File: config.mk
export PLATFORM = sky130hd
export DESIGN_NAME = fixed_block_free_list_allocator_flat
export DESIGN_NICKNAME = d
export VERILOG_FILES = /design/src/rtl/fbfl_pkg.sv /design/src/rtl/fbfl_if.sv /design/src/rtl/fbfl_cfg.sv /design/src/rtl/fbfl_stack.sv /design/src/rtl/fixed_block_free_list_allocator.sv /design/src/flat_wrapper.sv
export SDC_FILE = /design/constraint.sdc
export NUM_CORES = 1
export LEC_CHECK = 0
export BUFFER_PORTS_ARGS = -buffer_cell sky130_fd_sc_hd__buf_2
export CAP_MARGIN = 20
export CORE_MARGIN = 2
export CORE_UTILIZATION = 67
export DETAILED_ROUTE_END_ITERATION = 7
export PLACE_DENSITY = 0.88
export SETUP_SLACK_MARGIN = 0.4
export SYNTH_ARGS = -nofsm -noshare
export SYNTH_HDL_FRONTEND = slang
export SYNTH_HIERARCHICAL = 1
export SYNTH_SLANG_ARGS = --single-unit
File: constraint.sdc
create_clock -name clk -period 10.3 [get_ports clk]
set_input_delay 2.06 -clock clk [delete_from_list [all_inputs] [get_ports clk]]
set_output_delay 2.06 -clock clk [all_outputs]
set_load 0.005 [all_outputs]
File: src/rtl/fbfl_pkg.sv
`timescale 1ns / 1ps
`default_nettype none
// ----------------------------------------------------------------------------
// fbfl_pkg: shared types and constants of the block pool allocator
// Command and status codes, register indexes, field widths and the
// control and status groups exchanged with the free stack.
// ----------------------------------------------------------------------------
package fbfl_pkg;

  localparam int MAX_BLOCKS_DEFAULT = 64;

  localparam int SIZE_W   = 16;
  localparam int COUNT_W  = 7;
  localparam int INDEX_W  = 6;
  localparam int OFFSET_W = 22;
  localparam int CMD_W    = 2;
  localparam int STATUS_W = 3;
  localparam int CFG_IDX_W = 1;

  localparam logic [SIZE_W-1:0]  BLOCK_SIZE_RESET  = 16'd64;
  localparam logic [COUNT_W-1:0] BLOCK_COUNT_RESET = 7'd64;

  typedef enum logic [CMD_W-1:0] {
    CMD_ALLOC    = 2'd0,
    CMD_FREE     = 2'd1,
    CMD_FREE_ALL = 2'd2,
    CMD_INIT     = 2'd3
  } cmd_t;

  typedef enum logic [STATUS_W-1:0] {
    ST_OK        = 3'd0,
    ST_TOO_LARGE = 3'd1,
    ST_EXHAUSTED = 3'd2,
    ST_BAD_INDEX = 3'd3,
    ST_OVERFLOW  = 3'd4
  } status_t;

  typedef enum logic [CFG_IDX_W-1:0] {
    REG_BLOCK_SIZE  = 1'd0,
    REG_BLOCK_COUNT = 1'd1
  } cfg_reg_t;

  // configuration as seen by the datapath
  typedef struct packed {
    logic [SIZE_W-1:0]  blk_bytes;
    logic [COUNT_W-1:0] eff_count;
  } cfg_t;

  // one operation on the free stack
  typedef struct packed {
    logic               push;
    logic               pop;
    logic               rebuild;
    logic [INDEX_W-1:0] push_idx;
    logic [COUNT_W-1:0] fill_count;
  } stk_ctl_t;

  typedef struct packed {
    logic [COUNT_W-1:0] free_count;
    logic [INDEX_W-1:0] top;
  } stk_stat_t;

  // clamp a block count to the pool depth
  function automatic logic [COUNT_W-1:0] clamp_count(input logic [COUNT_W-1:0] cnt,
                                                     input int max_blocks);
    logic [COUNT_W-1:0] res;
    res = cnt;
    if (int'(cnt) > max_blocks) begin
      res = COUNT_W'(max_blocks);
    end
    return res;
  endfunction

endpackage
`default_nettype wire

File: src/rtl/fbfl_if.sv
`timescale 1ns / 1ps
`default_nettype none
// ----------------------------------------------------------------------------
// fbfl_cmd_if / fbfl_rsp_if: command and response channels
// Valid/ready channels carrying one command word or one response word.
// ----------------------------------------------------------------------------
interface fbfl_cmd_if;
  logic        valid;
  logic        ready;
  logic [1:0]  command;
  logic [15:0] request_size;
  logic [5:0]  block_index;

  modport source (output valid, command, request_size, block_index, input ready);
  modport sink   (input valid, command, request_size, block_index, output ready);
endinterface

interface fbfl_rsp_if;
  logic        valid;
  logic        ready;
  logic [2:0]  status;
  logic [5:0]  granted_index;
  logic [21:0] granted_offset;
  logic [6:0]  free_count;
  logic [6:0]  min_free;

  modport source (output valid, status, granted_index, granted_offset, free_count,
                  min_free, input ready);
  modport sink   (input valid, status, granted_index, granted_offset, free_count,
                  min_free, output ready);
endinterface
`default_nettype wire

File: src/rtl/fbfl_cfg.sv
`timescale 1ns / 1ps
`default_nettype none
// ----------------------------------------------------------------------------
// fbfl_cfg: configuration registers
// Holds block size and block count and presents the clamped count.
// ----------------------------------------------------------------------------
module fbfl_cfg
  import fbfl_pkg::*;
#(
  parameter int MAX_BLOCKS = MAX_BLOCKS_DEFAULT
) (
  input  wire logic                 clk,
  input  wire logic                 rst,
  input  wire logic                 cfg_wr_en,
  input  wire logic [CFG_IDX_W-1:0] cfg_index,
  input  wire logic [SIZE_W-1:0]    cfg_data,
  output cfg_t                      cfg
);

  logic [SIZE_W-1:0]  blk_bytes;
  logic [COUNT_W-1:0] block_count;

  always_ff @(posedge clk) begin
    if (rst) begin
      blk_bytes   <= BLOCK_SIZE_RESET;
      block_count <= BLOCK_COUNT_RESET;
    end else if (cfg_wr_en) begin
      case (cfg_reg_t'(cfg_index))
        REG_BLOCK_SIZE:  blk_bytes   <= cfg_data;
        REG_BLOCK_COUNT: block_count <= cfg_data[COUNT_W-1:0];
        default: ;
      endcase
    end
  end

  assign cfg.blk_bytes = blk_bytes;
  assign cfg.eff_count = clamp_count(block_count, MAX_BLOCKS);

endmodule
`default_nettype wire

File: src/rtl/fbfl_stack.sv
`timescale 1ns / 1ps
`default_nettype none
// ----------------------------------------------------------------------------
// fbfl_stack: free index stack
// Stack memory with a cached top entry and a low mark below which entries
// still hold their rebuilt value (block i at entry i).
// ----------------------------------------------------------------------------
module fbfl_stack
  import fbfl_pkg::*;
#(
  parameter int MAX_BLOCKS = MAX_BLOCKS_DEFAULT
) (
  input  wire logic clk,
  input  wire logic rst,
  input  stk_ctl_t  ctl,
  output stk_stat_t stat
);

  localparam int AW = $clog2(MAX_BLOCKS);
  localparam logic [COUNT_W-1:0] RESET_COUNT = clamp_count(BLOCK_COUNT_RESET, MAX_BLOCKS);

  logic [INDEX_W-1:0] mem [MAX_BLOCKS];
  logic [INDEX_W-1:0] mem_q;

  logic [COUNT_W-1:0] free_count, free_count_next;
  logic [COUNT_W-1:0] low_mark, low_mark_next;
  logic [INDEX_W-1:0] top_reg, top_reg_next;
  logic               top_from_mem, top_from_mem_next;

  logic               rd_en;
  logic [AW-1:0]      rd_addr;
  logic [COUNT_W-1:0] count_dec;
  logic [COUNT_W-1:0] count_dec2;

  always_comb begin
    count_dec  = free_count - COUNT_W'(1);
    count_dec2 = free_count - COUNT_W'(2);
    free_count_next   = free_count;
    low_mark_next     = low_mark;
    top_reg_next      = top_reg;
    top_from_mem_next = top_from_mem;
    rd_en   = 1'b0;
    rd_addr = AW'(count_dec2);
    if (ctl.rebuild) begin
      free_count_next   = ctl.fill_count;
      low_mark_next     = ctl.fill_count;
      top_reg_next      = INDEX_W'(ctl.fill_count - COUNT_W'(1));
      top_from_mem_next = 1'b0;
    end else if (ctl.push) begin
      free_count_next   = free_count + COUNT_W'(1);
      top_reg_next      = ctl.push_idx;
      top_from_mem_next = 1'b0;
    end else if (ctl.pop) begin
      free_count_next = count_dec;
      if (count_dec < low_mark) begin
        low_mark_next = count_dec;
      end
      // new top is written only if it lies at or above the low mark
      rd_en             = ({1'b0, low_mark} + 8'd2) <= {1'b0, free_count};
      top_from_mem_next = rd_en;
      top_reg_next      = INDEX_W'(count_dec2);
    end
  end

  always_ff @(posedge clk) begin
    if (rst) begin
      free_count   <= RESET_COUNT;
      low_mark     <= RESET_COUNT;
      top_reg      <= INDEX_W'(RESET_COUNT - COUNT_W'(1));
      top_from_mem <= 1'b0;
    end else begin
      free_count   <= free_count_next;
      low_mark     <= low_mark_next;
      top_reg      <= top_reg_next;
      top_from_mem <= top_from_mem_next;
    end
  end

  always_ff @(posedge clk) begin
    if (ctl.push && !ctl.rebuild) begin
      mem[AW'(free_count)] <= ctl.push_idx;
    end
  end

  always_ff @(posedge clk) begin
    if (rd_en) begin
      mem_q <= mem[rd_addr];
    end
  end

  assign stat.free_count = free_count;
  assign stat.top        = top_from_mem ? mem_q : top_reg;

endmodule
`default_nettype wire

File: src/rtl/fixed_block_free_list_allocator.sv
`timescale 1ns / 1ps
`default_nettype none
// Pipeline: a command word accepted goes to the input register, then its
//   response word to the result register, held while the sink stalls.
// Throughput: one command word per cycle, every command, while the sink is
//   ready; free stack memory: one push or one read a cycle, top entry cached.
// Reset: synchronous; registers return to size 64 and count 64, the stack
//   reads as block i at entry i at once through its low mark, no clearing pass.
// ----------------------------------------------------------------------------
// fixed_block_free_list_allocator: fixed-size block pool allocator
// Allocates and frees equal blocks from a stack of free block indices and
// reports free count and low-water mark with every response word.
// ----------------------------------------------------------------------------
module fixed_block_free_list_allocator
  import fbfl_pkg::*;
#(
  parameter int MAX_BLOCKS = MAX_BLOCKS_DEFAULT
) (
  input  wire logic                 clk,
  input  wire logic                 rst,
  input  wire logic                 cfg_wr_en,
  input  wire logic [CFG_IDX_W-1:0] cfg_index,
  input  wire logic [SIZE_W-1:0]    cfg_data,
  fbfl_cmd_if.sink                  cmd,
  fbfl_rsp_if.source                rsp
);

  localparam logic [COUNT_W-1:0] RESET_COUNT = clamp_count(BLOCK_COUNT_RESET, MAX_BLOCKS);

  cfg_t      cfg;
  stk_ctl_t  stk_ctl;
  stk_stat_t stk_stat;

  fbfl_cfg #(.MAX_BLOCKS(MAX_BLOCKS)) u_cfg (
    .clk       (clk),
    .rst       (rst),
    .cfg_wr_en (cfg_wr_en),
    .cfg_index (cfg_index),
    .cfg_data  (cfg_data),
    .cfg       (cfg)
  );

  fbfl_stack #(.MAX_BLOCKS(MAX_BLOCKS)) u_stack (
    .clk  (clk),
    .rst  (rst),
    .ctl  (stk_ctl),
    .stat (stk_stat)
  );

  // Input register: hold the accepted command word until the result
  // register can take its response.
  logic               in_valid;
  cmd_t               in_cmd;
  logic [SIZE_W-1:0]  in_req;
  logic [INDEX_W-1:0] in_idx;
  logic               advance;

  // Result register
  logic                out_valid;
  status_t             out_status;
  logic [INDEX_W-1:0]  out_index;
  logic [OFFSET_W-1:0] out_offset;
  logic [COUNT_W-1:0]  out_free;
  logic [COUNT_W-1:0]  out_min;

  logic [COUNT_W-1:0] min_free, min_free_next;

  status_t             status;
  logic [INDEX_W-1:0]  grant_idx;
  logic [OFFSET_W-1:0] grant_off;
  logic [COUNT_W-1:0]  count_after;
  logic                do_pop, do_push, do_rebuild;

  assign advance   = in_valid && (!out_valid || rsp.ready);
  assign cmd.ready = !in_valid || advance;

  always_ff @(posedge clk) begin
    if (rst) begin
      in_valid <= 1'b0;
    end else if (cmd.valid && cmd.ready) begin
      in_valid <= 1'b1;
    end else if (advance) begin
      in_valid <= 1'b0;
    end
  end

  always_ff @(posedge clk) begin
    if (cmd.valid && cmd.ready) begin
      in_cmd <= cmd_t'(cmd.command);
      in_req <= cmd.request_size;
      in_idx <= cmd.block_index;
    end
  end

  // Command decode: at most one stack operation and the counter update.
  always_comb begin
    status        = ST_OK;
    grant_idx     = '0;
    count_after   = stk_stat.free_count;
    min_free_next = min_free;
    do_pop        = 1'b0;
    do_push       = 1'b0;
    do_rebuild    = 1'b0;
    case (in_cmd)
      CMD_ALLOC: begin
        // size check comes before the empty check
        if (in_req > cfg.blk_bytes) begin
          status = ST_TOO_LARGE;
        end else if (stk_stat.free_count == '0 ||
                     int'(stk_stat.free_count) > MAX_BLOCKS) begin
          status = ST_EXHAUSTED;
        end else begin
          do_pop      = 1'b1;
          grant_idx   = stk_stat.top;
          count_after = stk_stat.free_count - COUNT_W'(1);
        end
      end
      CMD_FREE: begin
        if ({1'b0, in_idx} >= cfg.eff_count) begin
          status = ST_BAD_INDEX;
        end else if (stk_stat.free_count >= cfg.eff_count) begin
          status = ST_OVERFLOW;
        end else begin
          do_push     = 1'b1;
          count_after = stk_stat.free_count + COUNT_W'(1);
        end
      end
      CMD_FREE_ALL: begin
        // rebuild the stack, keep the low-water mark
        do_rebuild  = 1'b1;
        count_after = cfg.eff_count;
      end
      CMD_INIT: begin
        do_rebuild    = 1'b1;
        count_after   = cfg.eff_count;
        min_free_next = cfg.eff_count;
      end
      default: ;
    endcase
    if ((do_pop || do_push) && count_after < min_free) begin
      min_free_next = count_after;
    end
  end

  // 6 x 16 product fits the offset field exactly
  assign grant_off = OFFSET_W'(grant_idx) * OFFSET_W'(cfg.blk_bytes);

  assign stk_ctl.push       = advance && do_push;
  assign stk_ctl.pop        = advance && do_pop;
  assign stk_ctl.rebuild    = advance && do_rebuild;
  assign stk_ctl.push_idx   = in_idx;
  assign stk_ctl.fill_count = cfg.eff_count;

  always_ff @(posedge clk) begin
    if (rst) begin
      min_free <= RESET_COUNT;
    end else if (advance) begin
      min_free <= min_free_next;
    end
  end

  always_ff @(posedge clk) begin
    if (rst) begin
      out_valid <= 1'b0;
    end else if (advance) begin
      out_valid <= 1'b1;
    end else if (rsp.ready) begin
      out_valid <= 1'b0;
    end
  end

  // Load the response word; hold it while the sink stalls.
  always_ff @(posedge clk) begin
    if (advance) begin
      out_status <= status;
      out_index  <= grant_idx;
      out_offset <= grant_off;
      out_free   <= count_after;
      out_min    <= min_free_next;
    end
  end

  assign rsp.valid          = out_valid;
  assign rsp.status         = out_status;
  assign rsp.granted_index  = out_index;
  assign rsp.granted_offset = out_offset;
  assign rsp.free_count     = out_free;
  assign rsp.min_free       = out_min;

endmodule
`default_nettype wire

File: src/flat_wrapper.sv
// flat-port wrapper written by rule: the top's interface ports become plain ports
module fixed_block_free_list_allocator_flat import fbfl_pkg::*;
#(
  parameter int MAX_BLOCKS = MAX_BLOCKS_DEFAULT
)
  (clk, rst, cfg_wr_en, cfg_index, cfg_data, cmd_valid, cmd_command, cmd_request_size, cmd_block_index, cmd_ready, rsp_valid, rsp_status, rsp_granted_index, rsp_granted_offset, rsp_free_count, rsp_min_free, rsp_ready);
  fbfl_cmd_if cmd_i ();
  fbfl_rsp_if rsp_i ();
  input  wire logic clk;
  input  wire logic rst;
  input  wire logic cfg_wr_en;
  input  wire logic [CFG_IDX_W-1:0] cfg_index;
  input  wire logic [SIZE_W-1:0] cfg_data;
  input wire logic [$bits(cmd_i.valid)-1:0] cmd_valid;
  input wire logic [$bits(cmd_i.command)-1:0] cmd_command;
  input wire logic [$bits(cmd_i.request_size)-1:0] cmd_request_size;
  input wire logic [$bits(cmd_i.block_index)-1:0] cmd_block_index;
  output wire logic [$bits(cmd_i.ready)-1:0] cmd_ready;
  output wire logic [$bits(rsp_i.valid)-1:0] rsp_valid;
  output wire logic [$bits(rsp_i.status)-1:0] rsp_status;
  output wire logic [$bits(rsp_i.granted_index)-1:0] rsp_granted_index;
  output wire logic [$bits(rsp_i.granted_offset)-1:0] rsp_granted_offset;
  output wire logic [$bits(rsp_i.free_count)-1:0] rsp_free_count;
  output wire logic [$bits(rsp_i.min_free)-1:0] rsp_min_free;
  input wire logic [$bits(rsp_i.ready)-1:0] rsp_ready;
  assign cmd_i.valid = cmd_valid;
  assign cmd_i.command = cmd_command;
  assign cmd_i.request_size = cmd_request_size;
  assign cmd_i.block_index = cmd_block_index;
  assign cmd_ready = cmd_i.ready;
  assign rsp_valid = rsp_i.valid;
  assign rsp_status = rsp_i.status;
  assign rsp_granted_index = rsp_i.granted_index;
  assign rsp_granted_offset = rsp_i.granted_offset;
  assign rsp_free_count = rsp_i.free_count;
  assign rsp_min_free = rsp_i.min_free;
  assign rsp_i.ready = rsp_ready;
  fixed_block_free_list_allocator #(.MAX_BLOCKS(MAX_BLOCKS)) u_core (.clk(clk), .rst(rst), .cfg_wr_en(cfg_wr_en), .cfg_index(cfg_index), .cfg_data(cfg_data), .cmd(cmd_i), .rsp(rsp_i));
endmodule
==> After elaboration in Yosys (flattened, before gate mapping) <==
Memories as Yosys holds them, arrays and structs flattened. A register that Yosys moved wholly into a read port is not among the register bits.
Index checks and enable logic that the tools add are counted.
{ "word_totals": {"regBits": 122, "latchBits": 0, "mem_bits_rw": 384, "romBits": 0, "inputBits": 46, "elab_cells": 106, "n_memories": 1} }
{ "op_classes": {"addsub": 5, "mul": 1, "div": 0, "n_lt_le_gt_ge": 8, "n_eq_ne": 4, "n_shift": 0, "mux": 43, "bitwise": 1, "n_reduce_logical": 26} }
{ "memory_table": {"columns": ["memory", "words", "width", "read_ports", "rd_ports_with_merged_regs", "write_ports", "line", "rtl"], "rows": [
  ["u_core.u_stack.mem", 64, 6, 1, 1, 1, "fbfl_stack.sv:22", "logic [INDEX_W-1:0] mem [MAX_BLOCKS];"]
]} }
{ "ops": {"columns": ["operator", "n"], "rows": [
  ["$mux W7", 14],
  ["$mux W6", 7],
  ["$mul A6 B16 Y22", 1],
  ["$pmux W7 S3", 1],
  ["$gt A16 B16 Y1", 1],
  ["$mux W1", 16],
  ["$gt A7 B7 Y1 const B", 2],
  ["$lt A7 B7 Y1", 2],
  ["$mux W3", 3],
  ["$add A7 B2 Y8 const B", 1],
  ["$le A8 B7 Y1", 1],
  ["$reduce_bool A2 Y1", 4],
  ["$add A7 B1 Y7 const B", 1],
  ["$ge A6 B7 Y1", 1],
  ["$ge A7 B7 Y1", 1],
  ["$logic_and A1 B1 Y1", 7],
  ["$logic_not A7 Y1", 1],
  ["$sub A7 B1 Y7 const B", 1],
  ["$pmux W3 S2", 1],
  ["$sub A6 B1 Y6 const B", 1],
  ["$sub A6 B2 Y6 const B", 1],
  ["$eq A2 B2 Y1 const B", 2],
  ["$logic_or A1 B1 Y1", 4],
  ["$reduce_and A2 Y1", 2],
  ["10 further kinds", 12]
]} }

==> Depth between registers and ports, before layout <==
Gate-level depths: netlist (run 1).
{ "logic_depth": {"depth_word": 10, "depth_mapped": 26} }

==> Modules after synthesis <==
The synthesis (run 1) kept the hierarchy.
{ "modules_own_cells": {"columns": ["mod", "n_inst", "cells_per_inst", "area_per_inst_um2"], "rows": [
  ["fbfl_stack", 1, 1017, 17510.5],
  ["fixed_block_free_list_allocator", 1, 699, 7099.3],
  ["fbfl_cfg", 1, 102, 1048.5]
]} }

==> Worst setup path before layout (run 1) <==
OpenSTA, ideal clock, no wires.
{ "synth_path": {"path_kind": "register to register", "from": "reg u_core.u_cfg.blk_bytes[13]", "to": "reg u_core.out_offset[20] (netlist: u_core/rsp.granted_offset[20]), data pin", "setup_ps": 158, "t_arrival_ps": 6015, "required_time_ps": 10142, "slack_ps": 4127, "stages_incl_launch_ff": 26, "period_less_slack_ps": 6173, "path_cell_list": "dfxtp_1 > inv_1 > ha_1 > nand4_2 > or4_4 > or3_4 > o41ai_2 > nand2_1 > nor2_1 > clkbuf_1 > clkbuf_1 > and3_1 > fa_1 > fa_1 > inv_1 > fa_1 > inv_1 > ha_1 > o21a_1 > o21a_1 > nand2b_1 > o21ai_0 > a31oi_1 > a2111o_1 > a211o_1 > o211ai_1"} }
{ "synth_between": {"elab_chain_len": 4} }
{ "synth_lines": {"columns": ["item", "line", "rtl"], "rows": [
  ["from (decl)", "fbfl_cfg.sv:20", "logic [SIZE_W-1:0] blk_bytes;"],
  ["from (signal assigned)", "fbfl_cfg.sv:29", "REG_BLOCK_SIZE: blk_bytes <= cfg_data;"],
  ["$gt A16 B16 Y1", "fixed_block_free_list_allocator.sv:107", "if (in_req > cfg.blk_bytes) begin"],
  ["$mux W6", "fixed_block_free_list_allocator.sv:107", null],
  ["$mux W6", "fixed_block_free_list_allocator.sv:104", "case (in_cmd)"],
  ["$mul A6 B16 Y22 *", "fixed_block_free_list_allocator.sv:146", "assign grant_off = OFFSET_W'(grant_idx) * OFFSET_W'(cfg.blk_bytes);"],
  ["via u_core.grant_off[20]", "fixed_block_free_list_allocator.sv:70", "logic [OFFSET_W-1:0] grant_off;"],
  ["to (signal assigned)", "fixed_block_free_list_allocator.sv:177", "out_offset <= grant_off;"],
  ["to (decl)", "fixed_block_free_list_allocator.sv:62", "logic [OFFSET_W-1:0] out_offset;"]
]} }
The timed path passes the listed nets; every way through them passes the cells marked *.
A chain may end at the register's enable or synchronous reset.

==> Final worst setup path (run 1) <==
{ "layout_path": {"from": "reg u_core.u_cfg.blk_bytes[15]", "to": "reg u_core.out_offset[21] (netlist: u_core/rsp.granted_offset[21]), data pin"} }
{ "layout_between": {"elab_chain_len": 4} }
{ "layout_lines": {"columns": ["item", "line", "rtl"], "rows": [
  ["$gt A16 B16 Y1", "fixed_block_free_list_allocator.sv:107", null],
  ["$mux W6", "fixed_block_free_list_allocator.sv:107", null],
  ["$mux W6", "fixed_block_free_list_allocator.sv:104", null],
  ["via u_core.grant_idx[0]", "fixed_block_free_list_allocator.sv:69", "logic [INDEX_W-1:0] grant_idx;"],
  ["$mul A6 B16 Y22", "fixed_block_free_list_allocator.sv:146", null],
  ["via u_core.grant_off[21]", "fixed_block_free_list_allocator.sv:70", null]
]} }
The timed path passes the listed nets, and every way through them passes these cells.

==> results, run 1 <==
- The area used by sequential logic in the layout is 0.0149 sq mm.
- From left edge to right edge, the die measures 200 microns.
- The first-pass GRT wire length is 94.0 mm.
- At the worst endpoint, the required time is 10.64 ns.
- The count of buffers added on input and output ports is 92.
- The post-synthesis area per instance is 14.1 sq um.
- The number of setup violations in the final report is 0.
- After clock tree synthesis, the repair step resized 0 gates.
- The critical path starts at u_core/u_cfg/blk_bytes[15].
- The power density relative to cell area is 172 mW/mm^2.
- The routed design has 61.0 mm of wire.
- The number of different library cells in the post-synthesis netlist is 97.
- The post-synth net total is 2011.
- The source of the worst register-to-register timing path is u_core/u_cfg/blk_bytes[15].
- Hold is met by 0.478 ns.
- Buffers inserted to repair hold after CTS numbered 0.
- The die covers 0.0399 sq mm.
- The total negative slack for setup checks is 0 ns.
- Dividing the detail-routed wire length by the instance count gives 24.9 microns.
- The worst setup path is of the reg -> reg kind.
- The mapped netlist covers 0.0257 sq mm.
- The initial antenna violation count was 0.
- The TritonCTS clock tree is built.
- The insertion delay to the later sink of the worst-skew pair is 0.61 ns.
- The CTS buffer count is 51.
- The routed layout has 16400 vias.
- In this run the most critical hold path is launched from u_core/u_stack/top_reg[2].
- Summing the sequential cell areas from Yosys gives 57.9% of the chip area.
- The post-place setup slack is 2.93 ns.
- The floorplan step defined a core boundary enclosing 0.0377 sq mm.
- After technology mapping, the gate count stands at 1818.
- The worst path needs 7.53 ns of the cycle, external delays included.
- The via count of the first global-routing pass came to 16400.
- The tightest min-delay check is of the reg -> reg type.
- The count of nets left with antenna violations once routing finished came out at 0.
- The final-stage net count is 2094.
- The register name with the most flops is u_core/u_stack/mem.
- For this run, the number of Yosys warnings is 6.
- The cell chosen for the clock root is sky130_fd_sc_hd__clkbuf_16.
- The leakage component of the power is 10.5 nW.
- The largest total area in the synthesized netlist belongs to sky130_fd_sc_hd__edfxtp_1.
- The number of antenna diodes in the final layout is 0.
- The worst path setup slack after routing is 2.77 ns.
- The post-route netlist has 16.8% of its cells at a drive strength greater than 1.
- Of the post-synthesis cell area, the dominant cell type holds 53.7%.
- The worst-case IR drop observed on VDD is 0.221 mV.
- The final hold violation count is 0.
- The synthesized design contains 512 register bits.
- Summing all multi-input logic gate instances after layout gives 0.00971 sq mm.
- The filler cell count is 2174.
- The data arrival at the endpoint of the critical path is 7.86 ns.
- The clock slew seen by the registers of the worst setup and hold paths is 0.06 ns.
- The effective utilization at floorplan is 68.1%.
- The floorplan has 71 rows.
- In this run, synthesis inferred 459 flip-flops with an integrated enable.
- Global routing used 31.6% of the available tracks across all layers.
- The detailed router finished its first iteration with 1821 violations.
- The flow ran to the end, and the final reports show no timing, DRC or antenna violations.
- The final cell count without fillers is 2455.
- The first-pass iteration count of the detailed router is 7.
- After detailed placement, the design holds a cell count of 2357.
- After detailed routing, the number of remaining DRC violations is 0.
- Routability-driven placement finished with a final weighted congestion of 0.910.
- The capturing element type of the critical path is a register.
- The clock tree buffer depth is 3.
- The final critical path takes up 73.1% of the cycle.
- Summed over all nets, the half-perimeter wirelength after detailed placement is 37.2 mm.
- The type of origin of the critical path is a register.
- The H-tree generated during clock tree synthesis spans 2 levels.
- The max-slew violation count is 0.
- Setup repair after global routing left no endpoint under its margin.
- The async set-reset flop share out of synthesis is 0%.
- The measured slew at the worst slew-check pin is 1.04 ns.
- The maximum clock rate is 133 MHz.
- Relative to the synthesized area, the layout overhead comes to 9.79%.
- The tool flagged a number of max-cap violations equal to 0.
- The average via count per standard cell is 6.69.
- Global routing finished with a remaining overflow of 0.
- The highest net fanout along the worst path is 53.
- Entering global routing, the biggest net connects 74 pins.
- The flip-flop count of the largest register after layout is 384.
- After synthesis, the cell types taking the most area are sky130_fd_sc_hd__edfxtp_1 54%, sky130_fd_sc_hd__mux4_2 7.7%, sky130_fd_sc_hd__fa_1 4.4%, sky130_fd_sc_hd__ha_1 4.4%, sky130_fd_sc_hd__dfxtp_1 4.1%.
- Once placement finished, the instance area stood at 0.0264 sq mm.
- In this run the tightest slew margin relative to its limit is 30.3%.
- The count of boundary I/O pins is 93.
- The cell area after layout is 0.0282 sq mm.
- For this run, the leading register cell type out of synthesis is sky130_fd_sc_hd__edfxtp_1.
- Between clock sinks in the finished design, the worst skew comes to 0.0166 ns.
- Clock tree synthesis found a total of 512 sinks.
- In this run the vertical extent of the chip is 200 microns.
- The post-CTS setup buffer count is 0.
synth_stat cells (9+ instances only):
| library cell | n |
|---|---|
| sky130_fd_sc_hd__or3_1 | 13 |
| sky130_fd_sc_hd__o21ai_0 | 32 |
| sky130_fd_sc_hd__dfxtp_1 | 53 |
| sky130_fd_sc_hd__nand2b_1 | 37 |
| sky130_fd_sc_hd__xnor2_1 | 30 |
| sky130_fd_sc_hd__and3_1 | 96 |
| sky130_fd_sc_hd__o211ai_1 | 9 |
| sky130_fd_sc_hd__and2_1 | 16 |
| sky130_fd_sc_hd__a21oi_1 | 48 |
| sky130_fd_sc_hd__buf_4 | 11 |
| sky130_fd_sc_hd__nand4bb_1 | 9 |
| sky130_fd_sc_hd__buf_6 | 14 |
| sky130_fd_sc_hd__clkbuf_1 | 34 |
| sky130_fd_sc_hd__nor2_1 | 140 |
| sky130_fd_sc_hd__mux4_2 | 88 |
| sky130_fd_sc_hd__o21a_1 | 11 |
| sky130_fd_sc_hd__fa_1 | 57 |
| sky130_fd_sc_hd__nor3_1 | 17 |
| sky130_fd_sc_hd__mux2i_1 | 42 |
| sky130_fd_sc_hd__nand2_1 | 101 |
| sky130_fd_sc_hd__edfxtp_1 | 459 |
| sky130_fd_sc_hd__a21o_1 | 9 |
| sky130_fd_sc_hd__inv_1 | 139 |
| sky130_fd_sc_hd__buf_2 | 24 |
| sky130_fd_sc_hd__ha_1 | 90 |
| sky130_fd_sc_hd__nor2b_1 | 16 |
| sky130_fd_sc_hd__nand3_1 | 33 |
| sky130_fd_sc_hd__o21ai_1 | 10 |
| sky130_fd_sc_hd__a211oi_1 | 9 |
routing by layer:
| metal | share of wire (%) | routed length (microns) | track usage, % | up-vias |
|---|---|---|---|---|
| li1 | - | - | - | 6977 |
| met1 | 36 | 22100 | 40.9 | 8113 |
| met5 | 0 | 0 | 0 | - |
| met3 | 10 | 6330 | 5.60 | 213 |
| met4 | 4.7 | 2850 | 15.2 | 0 |
| met2 | 49 | 29800 | 52.2 | 1118 |
final cells by class:
| cell class | count | area share (%) |
|---|---|---|
| flip-flops and latches | 512 | 52.7 |
| multi-input cells | 1074 | 34.5 |
| clock buffers | 64 | 4.81 |
| repair buffers | 122 | 2.46 |
| well taps | 511 | 2.27 |
| inverters | 140 | 1.87 |
| clock inverters | 32 | 1.39 |
logic make-up after synthesis:
logic type	count (synthesis)	synth area share (%)
AOI/OAI and AO/OA	220	6.36
buffers and inverters	232	4.38
xor gates and xnor gates	38	1.36
and+or+nand+nor	524	10.7
muxes	145	10.5
adders and majority gates	147	8.84
DFF	512	57.9
where the power goes:
group	switching [mW]	total [mW]	leakage (nW)	internal, mW
clock network	0.792	1.93	0.850	1.14
registers	0.0318	2.33	4.60	2.30
logic	0.382	0.595	5.02	0.213
total	1.21	4.85	10.5	3.65
final timing paths:
kind / endpoint / slack (ns) / cells past startpoint
max: u_core/rsp.granted_offset[21] / 2.77 / 24
min: u_core/u_stack/top_reg[2] / 0.48 / 1
max reg2reg: u_core/rsp.granted_offset[21] / 2.77 / 24
min reg2reg: u_core/u_stack/top_reg[2] / 0.48 / 1
cells in the final DEF (no fill, tap or decap), drive strengths merged, types with 6 or more instances in the layout:
| cell type | n |
|---|---|
| or2 | 7 |
| nor3 | 18 |
| clkinv | 23 |
| o32ai | 6 |
| nand4 | 6 |
| nand4bb | 9 |
| o21a | 11 |
| o211ai | 9 |
| dfxtp | 53 |
| xor2 | 7 |
| mux4 | 96 |
| inv | 140 |
| o21ai | 42 |
| mux2 | 7 |
| o31ai | 10 |
| o311ai | 6 |
| nand3 | 33 |
| buf | 121 |
| o2111ai | 7 |
| nand2b | 37 |
| a211oi | 9 |
| nor3b | 8 |
| clkbuf | 65 |
| bufinv | 8 |
| xnor2 | 31 |
| ha | 90 |
| a21o | 9 |
| and3 | 96 |
| a21oi | 49 |
| nor2b | 16 |
| edfxtp | 459 |
| mux2i | 42 |
| nand2 | 102 |
| o221ai | 6 |
| or3 | 15 |
| and2 | 16 |
| nor2 | 140 |
| fa | 57 |
worst max-delay path, cell delays in order, from the launching register on:
cell                      delay, ns
sky130_fd_sc_hd__dfxtp_1       0.46
sky130_fd_sc_hd__inv_1         0.08
sky130_fd_sc_hd__ha_1          0.34
sky130_fd_sc_hd__nand4_2       0.14
sky130_fd_sc_hd__or4_4         0.59
sky130_fd_sc_hd__or3_4         0.39
sky130_fd_sc_hd__o41ai_2       0.10
sky130_fd_sc_hd__nand2_1       0.22
sky130_fd_sc_hd__nor2_4        0.56
sky130_fd_sc_hd__buf_4         0.46
sky130_fd_sc_hd__and2_1        0.20
sky130_fd_sc_hd__nand2_1       0.08
sky130_fd_sc_hd__fa_1          0.55
sky130_fd_sc_hd__fa_1          0.51
sky130_fd_sc_hd__fa_1          0.50
sky130_fd_sc_hd__inv_1         0.05
sky130_fd_sc_hd__ha_1          0.31
sky130_fd_sc_hd__nor2b_1       0.14
sky130_fd_sc_hd__o21a_1        0.18
sky130_fd_sc_hd__o21ai_0       0.32
sky130_fd_sc_hd__a21oi_1       0.15
sky130_fd_sc_hd__and4b_1       0.31
sky130_fd_sc_hd__o31ai_1       0.12
sky130_fd_sc_hd__o41ai_1       0.35
sky130_fd_sc_hd__xnor2_1       0.14
per-stage QoR:
step | power (mW) | util (%)
2_1_floorplan | 2.77 | -
3_3_place_gp | 2.91 | 70.1
3_5_place_dp | 2.93 | 70.1
4_1_cts | 4.86 | 74.7
5_1_grt | 4.99 | 74.8
6_report | 4.85 | 74.8
Note: power is estimated with default switching activity, not from simulation.
==> run 2: changes to the inputs <==
--- a/config.mk
+++ b/config.mk
@@ -8,9 +8,9 @@
 export BUFFER_PORTS_ARGS = -buffer_cell sky130_fd_sc_hd__buf_2
 export CAP_MARGIN = 20
 export CORE_MARGIN = 2
-export CORE_UTILIZATION = 67
+export CORE_UTILIZATION = 56
 export DETAILED_ROUTE_END_ITERATION = 7
-export PLACE_DENSITY = 0.88
+export PLACE_DENSITY = 0.79
 export SETUP_SLACK_MARGIN = 0.4
 export SYNTH_ARGS = -nofsm -noshare
 export SYNTH_HDL_FRONTEND = slang
==> constraint.sdc (replaced) <==
create_clock -name clk -period 6.8 [get_ports clk]
set_input_delay 1.36 -clock clk [delete_from_list [all_inputs] [get_ports clk]]
set_output_delay 1.36 -clock clk [all_outputs]
set_load 0.005 [all_outputs]
==> results, run 2 (same netlist as run 1, synthesis figures left out) <==
- The detailed router placed 16200 vias in this run.
- Entering global routing, the biggest net connects 114 pins.
- The post-place setup slack is 0.0525 ns.
- At the end of routability-driven placement, the weighted congestion stood at 0.898.
- The die is 218 microns tall.
- In the routed layout, each cell is associated on average with a via count of 6.29.
- The leakage component of the power is 10.7 nW.
- Clock tree synthesis inserted a total of 52 buffers.
- After detailed routing, the average wire length per cell comes to 23.8 microns.
- The placed instances occupy a cell area of 0.0266 sq mm.
- The leading cell type in the layout, fill and taps excluded is sky130_fd_sc_hd__edfxtp_1.
- The total of hold buffers inserted after clock tree synthesis is 0.
- The worst min-delay path category is reg -> reg.
- Cells with a size suffix above 1 make up 19.7% of the layout.
- The worst setup path is captured at a register.
- The area added between synthesis and finish is 12.7%.
- The register with the most flip-flops in the layout has 384 of them.
- The final hold violation count is 0.
- Setup repair after global routing left no endpoint under its margin.
- The type of origin of the critical path is a register.
- The number of setup violations in the final report is 0.
- The worst path meets setup with 0.563 ns of slack.
- The total negative slack for setup checks is 0 ns.
- The final antenna-violating net count is 0.
- The TritonCTS clock tree is built.
- The sink count of the clock tree is 512.
- The power density relative to cell area is 263 mW/mm^2.
- The worst setup path category is reg -> reg.
- The flow ran to the end, and the final reports show no timing, DRC or antenna violations.
- The required time of the worst setup path is 7.14 ns.
- After the last flow step, the layout net total stands at 2121.
- The number of remaining DRC errors is 0.
- The wire length reported by the detailed router is 61.2 mm.
- In the layout the commonest cells are 459 x sky130_fd_sc_hd__edfxtp_1, 139 x sky130_fd_sc_hd__nor2_1, 138 x sky130_fd_sc_hd__inv_1.
- The port buffer count is 92.
- The maximum clock rate is 160 MHz.
- The floorplan die area is 0.0475 sq mm.
- The count of boundary I/O pins is 93.
- The clock tree buffer depth is 3.
- The cell area after layout is 0.0289 sq mm.
- The utilization of the core after routing is 63.9%.
- The highest net fanout along the worst path is 12.
- The tree is rooted in a sky130_fd_sc_hd__clkbuf_16.
- The count of standard-cell rows is 78.
- After layout, the minimum clock period comes to 6.24 ns.
- The first TritonRoute pass finished after 8 iterations.
- The first-pass GRT wire length is 93.5 mm.
- The tool flagged a number of max-cap violations equal to 0.
- Measured along the x axis, the die boundary spans 218 microns.
- The H-tree was split into 2 levels.
- The remaining max-slew budget at the tightest pin is 33.5%.
- The max-slew violation count was 0.
- The worst setup skew after layout is 0.0637 ns.
- The insertion delay to the later sink of the worst-skew pair is 0.64 ns.
- The detailed-placement wirelength estimate is 36.7 mm.
- The total congestion overflow after global routing is 0.
- STA puts the critical path data arrival time at 6.58 ns.
- The clock slew seen by the registers of the worst setup and hold paths is 0.06 ns.
- The worst path uses 91.7% of the clock period.
- The via count of the first global-routing pass is 16100.
- The measured slew at the worst slew-check pin is 0.997 ns.
- The DRC marker count from the first detailed-route iteration is 2063.
- The initial antenna violation count is 4.
- The global routing usage summed across all routing layers is 25.8%.
- The core region is 0.0453 sq mm.
- VDD sags by at most 0.236 mV.
- The filler cell count is 3111.
- For this configuration, the core starts out at a cell density of 56.7%.
- The register name with the most flops is u_core/u_stack/mem.
-- run 2: cell count changes in the layout (fill, tap and decap cells not counted), sizes merged --
cell,before,now
buf,121,143
bufinv,8,10
clkinv,23,18
diode,0,4
inv,140,142
nor2,140,142
-- run 2: cell type report --
type / count / area [sq um] / area share, %
well taps: 600 / 751 / 2.60
clock buffers: 62 / 1430 / 4.95
clock inverters: 31 / 495 / 1.71
multi-input cells: 1076 / 9850 / 34.1
repair buffers: 146 / 973 / 3.37
diodes: 4 / 10.0 / 0.0346
inverters: 140 / 526 / 1.82
flip-flops and latches: 512 / 14900 / 51.5
-- run 2: final timing paths --
| path | to | slack [ns] | cells after the start | start |
|---|---|---|---|---|
| worst max-delay path | u_core/rsp.granted_offset[21] | 0.56 | 24 | u_core/u_cfg/blk_bytes[4] |
| worst min-delay path | u_core/u_cfg/block_count[0] | 0.47 | 2 | u_core/u_cfg/block_count[0] |
| worst max register to register | u_core/rsp.granted_offset[21] | 0.56 | 24 | u_core/u_cfg/blk_bytes[4] |
| worst min register to register | u_core/u_cfg/block_count[0] | 0.47 | 2 | u_core/u_cfg/block_count[0] |
-- run 2: through the flow --
step	hold WS, ns	std cells	power, mW
after floorplan	0.432	1818	4.19
after global placement	0.457	2453	4.42
after detailed placement	0.469	2453	4.45
after CTS	0.477	2550	7.60
after global routing	0.504	2571	7.83
final	0.474	2571	7.60
-- run 2: power breakdown --
| group | leakage, nW | switching [mW] | internal (mW) |
|---|---|---|---|
| clock | 0.937 | 1.26 | 1.90 |
| sequential | 4.60 | 0.0294 | 3.48 |
| combinational | 5.20 | 0.591 | 0.344 |
-- run 2: what timing repair did --
item                                    in CTS  in global routing
cloned                                       2                  3
endpoints found under the setup margin       6                  8
buffers inserted                             2                 11
gates resized for setup                     11                 36
pin swaps                                    2                 18
hold endpoints to repair                     0                  0
-- run 2: worst max-delay path: stages, from the launching register on --
cell and delay, ns:
sky130_fd_sc_hd__dfxtp_2 0.43, sky130_fd_sc_hd__inv_1 0.07, sky130_fd_sc_hd__ha_1 0.27, sky130_fd_sc_hd__nand2_1 0.05
sky130_fd_sc_hd__or4_4 0.56, sky130_fd_sc_hd__or3_4 0.36, sky130_fd_sc_hd__o41ai_4 0.09, sky130_fd_sc_hd__nand2_2 0.16
sky130_fd_sc_hd__nor2_4 0.29, sky130_fd_sc_hd__buf_6 0.16, sky130_fd_sc_hd__clkbuf_16 0.13, sky130_fd_sc_hd__and3_1 0.20
sky130_fd_sc_hd__fa_1 0.47, sky130_fd_sc_hd__fa_1 0.55, sky130_fd_sc_hd__inv_1 0.05, sky130_fd_sc_hd__fa_1 0.48
sky130_fd_sc_hd__inv_1 0.04, sky130_fd_sc_hd__ha_1 0.30, sky130_fd_sc_hd__o21a_1 0.14, sky130_fd_sc_hd__o21ai_2 0.17
sky130_fd_sc_hd__a21oi_1 0.10, sky130_fd_sc_hd__and4b_2 0.35, sky130_fd_sc_hd__o31ai_4 0.08, sky130_fd_sc_hd__o41ai_4 0.35
sky130_fd_sc_hd__xnor2_1 0.11
-- run 2: layer usage --
metal | up-vias | track usage [%] | routed length (microns)
met4 | 0 | 10.7 | 2630
li1 | 7031 | - | -
met2 | 906 | 42.3 | 29800
met5 | - | 0 | 0
met1 | 8049 | 34.1 | 23400
met3 | 186 | 4.92 | 5460
